**config.mk**
```make
export PLATFORM = sky130hd
export DESIGN_NAME = fnas_queue
export DESIGN_NICKNAME = d
export VERILOG_FILES = /design/src/design/fnas_queue.sv
export SDC_FILE = /design/constraint.sdc
export NUM_CORES = 1
export LEC_CHECK = 0
export BUFFER_PORTS_ARGS = -buffer_cell sky130_fd_sc_hd__buf_2
export CORE_MARGIN = 2
export CORE_UTILIZATION = 30
export DETAILED_ROUTE_END_ITERATION = 8
export GPL_TIMING_DRIVEN = 1
export SLEW_MARGIN = 15
export SYNTH_ARGS = -nofsm -noshare
export SYNTH_HDL_FRONTEND = slang
export SYNTH_SLANG_ARGS = --single-unit
```
**constraint.sdc**
```tcl
create_clock -name clock -period 2.12 [get_ports clock]
set_clock_uncertainty 0.1 [all_clocks]
set_input_delay 0 -clock clock [delete_from_list [all_inputs] [get_ports clock]]
set_output_delay 0 -clock clock [all_outputs]
set_load 0.02 [all_outputs]
```
**src/design/fnas_queue.sv**
```systemverilog
// ----------------------------------------------------------------------------
// fnas_queue
// Four-entry register queue between the front and the back.
// ----------------------------------------------------------------------------
module fnas_queue #(
   parameter int DATA_W = 8
) (
   input  logic              clock,
   input  logic              reset,
   input  logic              push_valid,
   output logic              push_ready,
   input  logic [DATA_W-1:0] push_data,
   output logic              pop_valid,
   input  logic              pop_ready,
   output logic [DATA_W-1:0] pop_data
);
   logic [DATA_W-1:0] store_ff [4];
   logic [1:0] wr_ptr_ff, wr_ptr_in, rd_ptr_ff, rd_ptr_in;
   logic [2:0] count_ff, count_in;
   logic       do_push, do_pop;

   assign push_ready = (count_ff != 3'd4);
   assign pop_valid  = (count_ff != 3'd0);
   assign pop_data   = store_ff[rd_ptr_ff];
   assign do_push    = push_valid && push_ready;
   assign do_pop     = pop_valid && pop_ready;

   always_comb begin
      wr_ptr_in = do_push ? wr_ptr_ff + 2'd1 : wr_ptr_ff;
      rd_ptr_in = do_pop ? rd_ptr_ff + 2'd1 : rd_ptr_ff;
      count_in  = count_ff + {2'd0, do_push} - {2'd0, do_pop};
   end

   always_ff @(posedge clock) begin
      if (reset) begin
         wr_ptr_ff <= '0;
         rd_ptr_ff <= '0;
         count_ff  <= '0;
      end else begin
         wr_ptr_ff <= wr_ptr_in;
         rd_ptr_ff <= rd_ptr_in;
         count_ff  <= count_in;
      end
   end

   always_ff @(posedge clock) begin
      if (do_push) begin
         store_ff[wr_ptr_ff] <= push_data;
      end
   end
endmodule

```
# --- Word level (Yosys, flattened, before mapping) ---
# Memory sizes are Yosys's and may differ from the RTL's. A register that Yosys moved wholly into a read port is not among the register bits.
# Cells that the tools add are included.
totals:
  inputBits: 12
  out_inout_bits: 10
  regBits: 7
  mem_bits_rw: 32
  memories: 1
mem_list:
  columns: ["memory", "words", "width", "read_ports", "rd_clocked_by_memory_dff", "wr", "line_no", "rtl"]
  rows:
  - ["store_ff", 4, 8, 1, 1, 1, "17", "logic [DATA_W-1:0] store_ff [4];"]
op_classes:
  add_sub_neg: 4
  n_mux: 4
  eq_ne: 1
  reduce_logical: 3
ops:
  columns: ["operator", "count"]
  rows:
  - ["$add 2x1->2 const B", 2]
  - ["$mux 2", 2]
  - ["$add 3x1->3", 1]
  - ["$ne 3x3->1 const B", 1]
  - ["$reduce_bool 3->1", 1]
  - ["$sub 3x1->3", 1]
  - ["$logic_and 1x1->1", 2]
  - ["$mux 1", 2]

# --- Depth between registers and ports, before layout ---
# Gate-level depths: netlist of the first run.
logic_depth:
  depth_word: 4
  mapped_depth: 11

# --- Worst setup path before layout of the first run ---
# OpenSTA, ideal clock, no wires.
synth_timing:
  path_kind: "register to register"
  from: "register count_ff[1]"
  to: "register count_ff[2]"
  period_less_slack_ns: 2.230
  setup_ns: 0.073
  stages_incl_launch_ff: 12
  n_path_buf: 0
  required_time_ns: 1.947
  setup_slack_ns: -0.110
  t_arrival_ns: 2.057
  cell_sequence: "dfxtp_1 -> nor2_2 -> a21boi_4 -> inv_1 -> ha_1 -> inv_1 -> ha_1 -> inv_1 -> fa_1 -> xor2_1 -> and2_2 -> nor3_2"
synth_via:
  elab_chain_cells: 4
  elab_cells_between_ends: 6
synth_lines:
  columns: ["element", "line_no", "rtl"]
  rows:
  - ["from (decl)", "19", "logic [2:0] count_ff, count_in;"]
  - ["from (signal assigned)", "42", "count_ff <= count_in;"]
  - ["$ne 3x3->1", "22", "assign push_ready = (count_ff != 3'd4);"]
  - ["$logic_and 1x1->1", "25", "assign do_push = push_valid && push_ready;"]
  - ["$add 3x1->3", "31", "count_in = count_ff + {2'd0, do_push} - {2'd0, do_pop};"]
  - ["$sub 3x1->3 (*)", "31", null]
# Mark *: on every way between the ends. The rest lies on a longest branch, timed or not.
# A chain may end at the register's enable or synchronous reset.

# --- Final worst setup path of the first run ---
layout_timing:
  from: "register count_ff[2]"
  to: "register count_ff[2]"
layout_via:
  elab_cells_between_ends: 6
layout_rtl:
  columns: ["element", "line_no", "rtl"]
  rows:
  - ["$reduce_bool 3->1", "23", "assign pop_valid = (count_ff != 3'd0);"]
  - ["$logic_and 1x1->1", "26", "assign do_pop = pop_valid && pop_ready;"]
  - ["via do_pop", "20", "logic do_push, do_pop;"]
  - ["$sub 3x1->3", "31", null]
# The timed path passes the listed nets, and every way through them passes these cells.

==> results of run 1 <==
-- worst max-delay path by stage --
stage / end / cells after the start / from
floorplan: count_ff[2] / 9 / count_ff[1]
global placement: count_ff[2] / 9 / count_ff[1]
detailed placement: count_ff[2] / 9 / count_ff[1]
CTS: count_ff[2] / 9 / count_ff[1]
global route: count_ff[2] / 9 / count_ff[2]
finish: count_ff[2] / 9 / count_ff[2]
-- cell families after synthesis --
family / count (synthesis) / synth area share
and+or+nand+nor: 19 / 0.0631
muxes: 10 / 0.125
buffers and inverters: 8 / 0.0228
adders and majority gates: 7 / 0.0578
AOI/OAI and AO/OA: 3 / 0.0228
DFF: 41 / 0.693
xor gates and xnor gates: 3 / 0.0160
-- metrics by stage --
step                hold slack [ns]  power, W  instance area (um2)
finish                       0.0534   0.00249                 2090
global route                 0.0943   0.00265                 2090
CTS                          0.0556   0.00246                 2060
detailed placement            0.118   0.00195                 1870
global placement              0.112   0.00192                 1870
floorplan                  -0.00113   0.00169                 1660
-- registers in the layout (all words and copies together) (netlist names), named ones only --
name / cells
store_ff: 32
count_ff: 3
rd_ptr_ff: 2
wr_ptr_ff: 2
-- per-layer routing --
layer	global-route usage	vias to the layer above
li1	-	415
met1	0.100	423
met2	0.159	21
met3	0.0310	2
met4	0.0368	0
met5	0	-
-- layout by cell type (no fill, tap or decap), types with 2 or more instances in the layout --
cell type,count
clkbuf_8,5
dfxtp_4,3
dlygate4sd3_1,9
inv_1,3
nand2b_1,2
nor2_1,7
buf_2,21
ha_1,4
inv_2,2
buf_4,5
ha_4,2
and2_1,4
edfxtp_1,32
mux4_2,8
dfxtp_1,6
-- worst max-delay path: stages (launching register included) --
cell     delay [ns]
dfxtp_4        0.37
o31a_4         0.36
ha_4           0.21
inv_2          0.06
ha_4           0.12
inv_2          0.03
fa_2           0.36
xor2_2         0.16
and2_4         0.14
nor3_2         0.13
-- cell type report --
| cell class | instances | area share |
|---|---|---|
| Timing Repair Buffer | 35 | 0.111 |
| Sequential cell | 41 | 0.550 |
| Inverter | 5 | 0.00896 |
| Clock inverter | 3 | 0.00836 |
| Clock buffer | 5 | 0.0329 |
| Tap cell | 70 | 0.0418 |
| Multi-Input combinational cell | 42 | 0.247 |
-- timing repair --
action / 4_1_cts / 5_1_grt
hold endpoints to repair: 39 / 0
pin swaps: 1 / 5
gates resized for setup: 1 / 10
setup endpoints to repair: 1 / 1
hold buffers: 9 / 0
-- power groups by stage --
| stage | sequential [W] | clock [W] | combinational, W |
|---|---|---|---|
| 6_report | 0.00114 | 0.000474 | 0.000878 |
| 5_1_grt | 0.00116 | 0.000521 | 0.000973 |
| 4_1_cts | 0.00112 | 0.000495 | 0.000846 |
| 3_5_place_dp | 0.00113 | 0 | 0.000812 |
| 3_3_place_gp | 0.00113 | 0 | 0.000791 |
| 2_1_floorplan | 0.00110 | 0 | 0.000589 |
==> summary.txt, run 1 <==
Power
  • Leak: between 0.7 and 0.8 nW
  • Clock network power share: 0.191
  • Comb pwr share: 0.353
  • Int Power: around 0.0017 W
  • VDD IR max: around 0.54 mV
  • Pwr dens: 1190 nW/um2
  • Reg power frac: 0.457
  • P_sw: approximately 0.0008 W
  • Net Sw Frac: 0.326

Worst setup path
  • Crit Path Max Fanout: 3
  • Critical Path Source Type: flip-flop
  • R2R setup slack: 0.007 ns
  • Reg-to-reg startpoint: count_ff[2]
  • FF-to-FF path depth: 9
  • Critical Path RT: 2.23 ns
  • CP Data Arrival Time: around 2.2 ns
  • Crit. End Element: flip-flop
  • FF-to-FF End: count_ff[2]
  • Setup CP Type: flip-flop to flip-flop

Global route
  • Vias in the first global route: 891
  • GRT Overall Usage: 0.0906
  • Initial antenna violation count: 0
  • First-pass GRT wire length: 4120 um
  • Largest net degree at the start of global routing: 14
  • Global route total overflow: 0

Drt
  • DR DRC count: 0
  • 1st-pass router iterations: 4
  • Final ANT Viol Nets: 0
  • Drt total wl: about 2700 um
  • Vias per std cell: roughly 4.3
  • Met1 WL: between 1000 and 1500 um
  • WL met2: between 1000 and 1500 um
  • Avg WL per Cell: ~13 um
  • DR top layer: met4
  • DR iter-0 viols: 22
  • DR vias: roughly 860
  • Met3 WL: 146 um

Placed design
  • Pre-CTS setup slack: -0.00527 ns
  • I/O Buffers: 21
  • Routability cong.: 0.629
  • Placed cells: 184
  • Post-DP HPWL: between 1500 and 2000 um

Clock network
  • Total CTS buffers: 5
  • H-tree depth: 2
  • CTS Buffer Depth: 2
  • Post-CTS Setup Repair Bufs: 0
  • CTS Sinks: 41
  • Clk pin slew, worst setup/hold paths: 0.08 ns
  • CTS root buf: clkbuf_8
  • Clk_lat worst skew: ~0.28 ns
  • CTS tree: built

Yosys
  • Synth Cell Area: around 1600 um2
  • Mapped Nets: between 100 and 150
  • Top cells by area, synth: edfxtp_1 (58%), dfxtp_1 (11%), mux4_2 (11%), ha_1 (4.6%), nor2_1 (1.6%)
  • Sequential-to-total area share from yosys stat: 0.693
  • Post-synth EDFFs: 32
  • Yosys warns: 0
  • Area leader, netlist: edfxtp_1
  • Most common cell in the synthesized netlist: edfxtp_1
  • Fraction of registers with async set/reset: 0
  • Top cells by count, synth: edfxtp_1 (32), dfxtp_1 (9), mux4_2 (8), nor2_1 (7), ha_1 (6)
  • Post-synthesis average cell area: between 15 and 20 um2
  • #FFs+latches synth: 41
  • Main synth FF type: edfxtp_1
  • Yosys cell types: 24
  • Post-synthesis cell count: 91
  • Synth top area share: 0.584

Finish
  • Final core occ: 0.402
  • Diode count: 0
  • FF+latch area: ~1200 um2
  • Multi-input logic area: ~520 um2
  • Final Non-Filler Cells: between 200 and 250
  • Fillers: 487
  • NumNets Final: about 150
  • Area grow syn2layout: 27.2%
  • Share of post-route cells with drive strength above 1: 0.427

Min path
  • Hold-critical path depth: 4
  • Hold crit path type: primary input to flip-flop
  • Worst Hold Path EP: rd_ptr_ff[1]
  • Worst hold start: pop_ready

STA
  • Slew Viols, Final: 0
  • Slew @ Worst Pin: roughly 0.44 ns
  • RSZ-0062 raised after global routing: true
  • Final worst slack: just over 0.007 ns
  • Final setup vio count: 0
  • Setup TNS: 0 ns
  • Relative slew slack: 0.707
  • Hold Fails Final Rpt: 0
  • Final Critical Period: about 2.1 ns
  • Max Fclk: around 0.47 GHz
  • Crit share post-route: 0.997

Die
  • Die X: 78.1 um
  • Initial cell density of the core: 0.316
  • Rows: 26
  • Total Die Area: slightly above 6000 um2
  • CORE AREA: approximately 5200 um2
  • Top-level port count: 22
  • Die H: roughly 78 um

Run status
  • Outcome: finished clean

Flow run
  • Max_cap viols: 0
(Power assumes the default switching activity.)
==> run 2: changes to the inputs <==
- CORE_UTILIZATION: 30 -> 49
- PLACE_DENSITY: not set -> 0.72
==> summary.txt, run 2 (synthesis results as in run 1) <==
Power
  • VDD IR max: approximately 0.67 mV
  • Pwr dens: approximately 1300 nW/um2
  • Leak: 0.773 nW

STA
  • Max Fclk: between 0.4 and 0.5 GHz
  • Slew @ Worst Pin: approximately 0.55 ns
  • Final worst slack: 0.0577 ns
  • Slew Viols, Final: 0
  • Relative slew slack: 0.630
  • Hold_ws: about 0.032 ns
  • Crit share post-route: 0.973
  • Final Critical Period: about 2.1 ns
  • Hold Fails Final Rpt: 0
  • RSZ-0062 raised after global routing: true
  • Final setup vio count: 0

Worst setup path
  • CP Data Arrival Time: ~2.3 ns
  • Critical Path Source Type: flip-flop
  • Setup CP Type: flip-flop to flip-flop
  • Crit. End Element: flip-flop
  • Critical Path RT: around 2.3 ns
  • Crit Path Max Fanout: 3
  • R2R setup slack: 0.06 ns
  • FF-to-FF path depth: 9

Finish
  • Top Registers: store_ff x32, count_ff x3
  • Area grow syn2layout: 26.9%
  • Commonest cells after routing, fill and taps aside: edfxtp_1 (32), buf_2 (21), dlygate4sd3_1 (10)
  • Max reg flops: 32
  • Fillers: roughly 230
  • Most common cell after layout, fill and taps aside: edfxtp_1
  • Reg with most FFs: store_ff
  • Share of post-route cells with drive strength above 1: 0.429
  • Diode count: 0
  • Final Cell Area: around 2100 um2
  • NumNets Final: ~150

Drt
  • Drt total wl: 2660 um
  • Vias per std cell: roughly 4.7
  • 1st-pass router iterations: 4
  • Final ANT Viol Nets: 0
  • DR DRC count: 0
  • DR iter-0 viols: 26
  • DR vias: around 850
  • Avg WL per Cell: 14.9 um

Global route
  • Vias in the first global route: about 900
  • Global route total overflow: 0
  • First-pass GRT wire length: between 4000 and 5000 um
  • Initial antenna violation count: 0
  • Met1 usage: 0.202
  • Largest net degree at the start of global routing: 14
  • M2 GR Usage: 0.265
  • GRT Overall Usage: 0.167
  • Busiest grt layer: met2
  • Met3 GRT Util: 0.0642

Clock network
  • Clk_lat worst skew: 0.34 ns
  • Clk pin slew, worst setup/hold paths: around 0.12 ns
  • CTS Sinks: a little over 40
  • H-tree depth: 2
  • CTS root buf: clkbuf_4
  • CTS tree: built
  • CTS Buffer Depth: 2
  • Total CTS buffers: 5

Die
  • Die X: slightly above 60 um
  • Top-level port count: 22
  • Initial cell density of the core: 0.501
  • CORE AREA: about 3300 um2
  • Total Die Area: between 3000 and 4000 um2
  • Rows: 21
  • Die H: around 62 um

Placed design
  • Routability cong.: 0.654
  • Pre-CTS setup slack: -0.00464 ns
  • Post-DP HPWL: approximately 1700 um
  • Placed inst area: between 1500 and 2000 um2
  • I/O Buffers: 21

Min path
  • Hold crit path type: primary input to flip-flop
  • Hold-critical path depth: 4

Flow run
  • Max_cap viols: 0

Run status
  • Outcome: finished clean
-- run 2: per-stage QoR --
stage,power [W],std cells,setup TNS [ns],utilization
6_report,0.00262,179,0,0.636
5_1_grt,0.00279,179,-0.0234,0.636
4_1_cts,0.00262,179,0,0.634
3_5_place_dp,0.00191,158,-0.00464,0.557
3_3_place_gp,0.00188,158,0,0.557
2_1_floorplan,0.00169,91,0,-
-- run 2: per-layer routing --
metal  wire length (um)  vias up  share of wire
met5                  0        -              0
met4                 58        0          0.022
li1                   -      421              -
met3                110        5          0.041
met2               1360       18           0.51
met1               1140      404           0.43
-- run 2: worst max-delay path: stages, from the launching register on --
cell and delay [ns]:
dfxtp_4 0.38, o31a_4 0.37, ha_4 0.21, inv_2 0.06
ha_4 0.12, inv_2 0.04, fa_2 0.36, xor2_2 0.16
and2_4 0.14, nor3_2 0.08
-- run 2: timing repair --
item | in CTS | in global routing
setup endpoints to repair | 1 | 1
hold buffers | 10 | 0
gates resized for setup | 7 | 1
buffers inserted | 3 | 0
endpoints found under the hold margin | 41 | 0
pin swaps | 4 | 3
-- run 2: layout make-up --
type / count / area [um2] / area share
clock buffer: 5 / 37.5 / 0.0180
sequential: 41 / 1150 / 0.550
multi-input combinational: 42 / 512 / 0.245
timing repair buffer: 37 / 250 / 0.120
inverter: 5 / 18.8 / 0.00898
tap: 46 / 57.6 / 0.0275
clock inverter: 3 / 65.1 / 0.0311
-- run 2: final timing paths --
kind                     start            to
hold / removal      push_valid  wr_ptr_ff[1]
setup / recovery   count_ff[1]   count_ff[2]
hold reg to reg   wr_ptr_ff[1]  wr_ptr_ff[1]
setup reg to reg   count_ff[1]   count_ff[2]
-- run 2: power by group --
group / internal [W] / switching [W] / total [W]
Clock: 0.000365 / 0.000243 / 0.000608
Sequential: 0.00101 / 0.000120 / 0.00113
Combinational: 0.000441 / 0.000439 / 0.000880
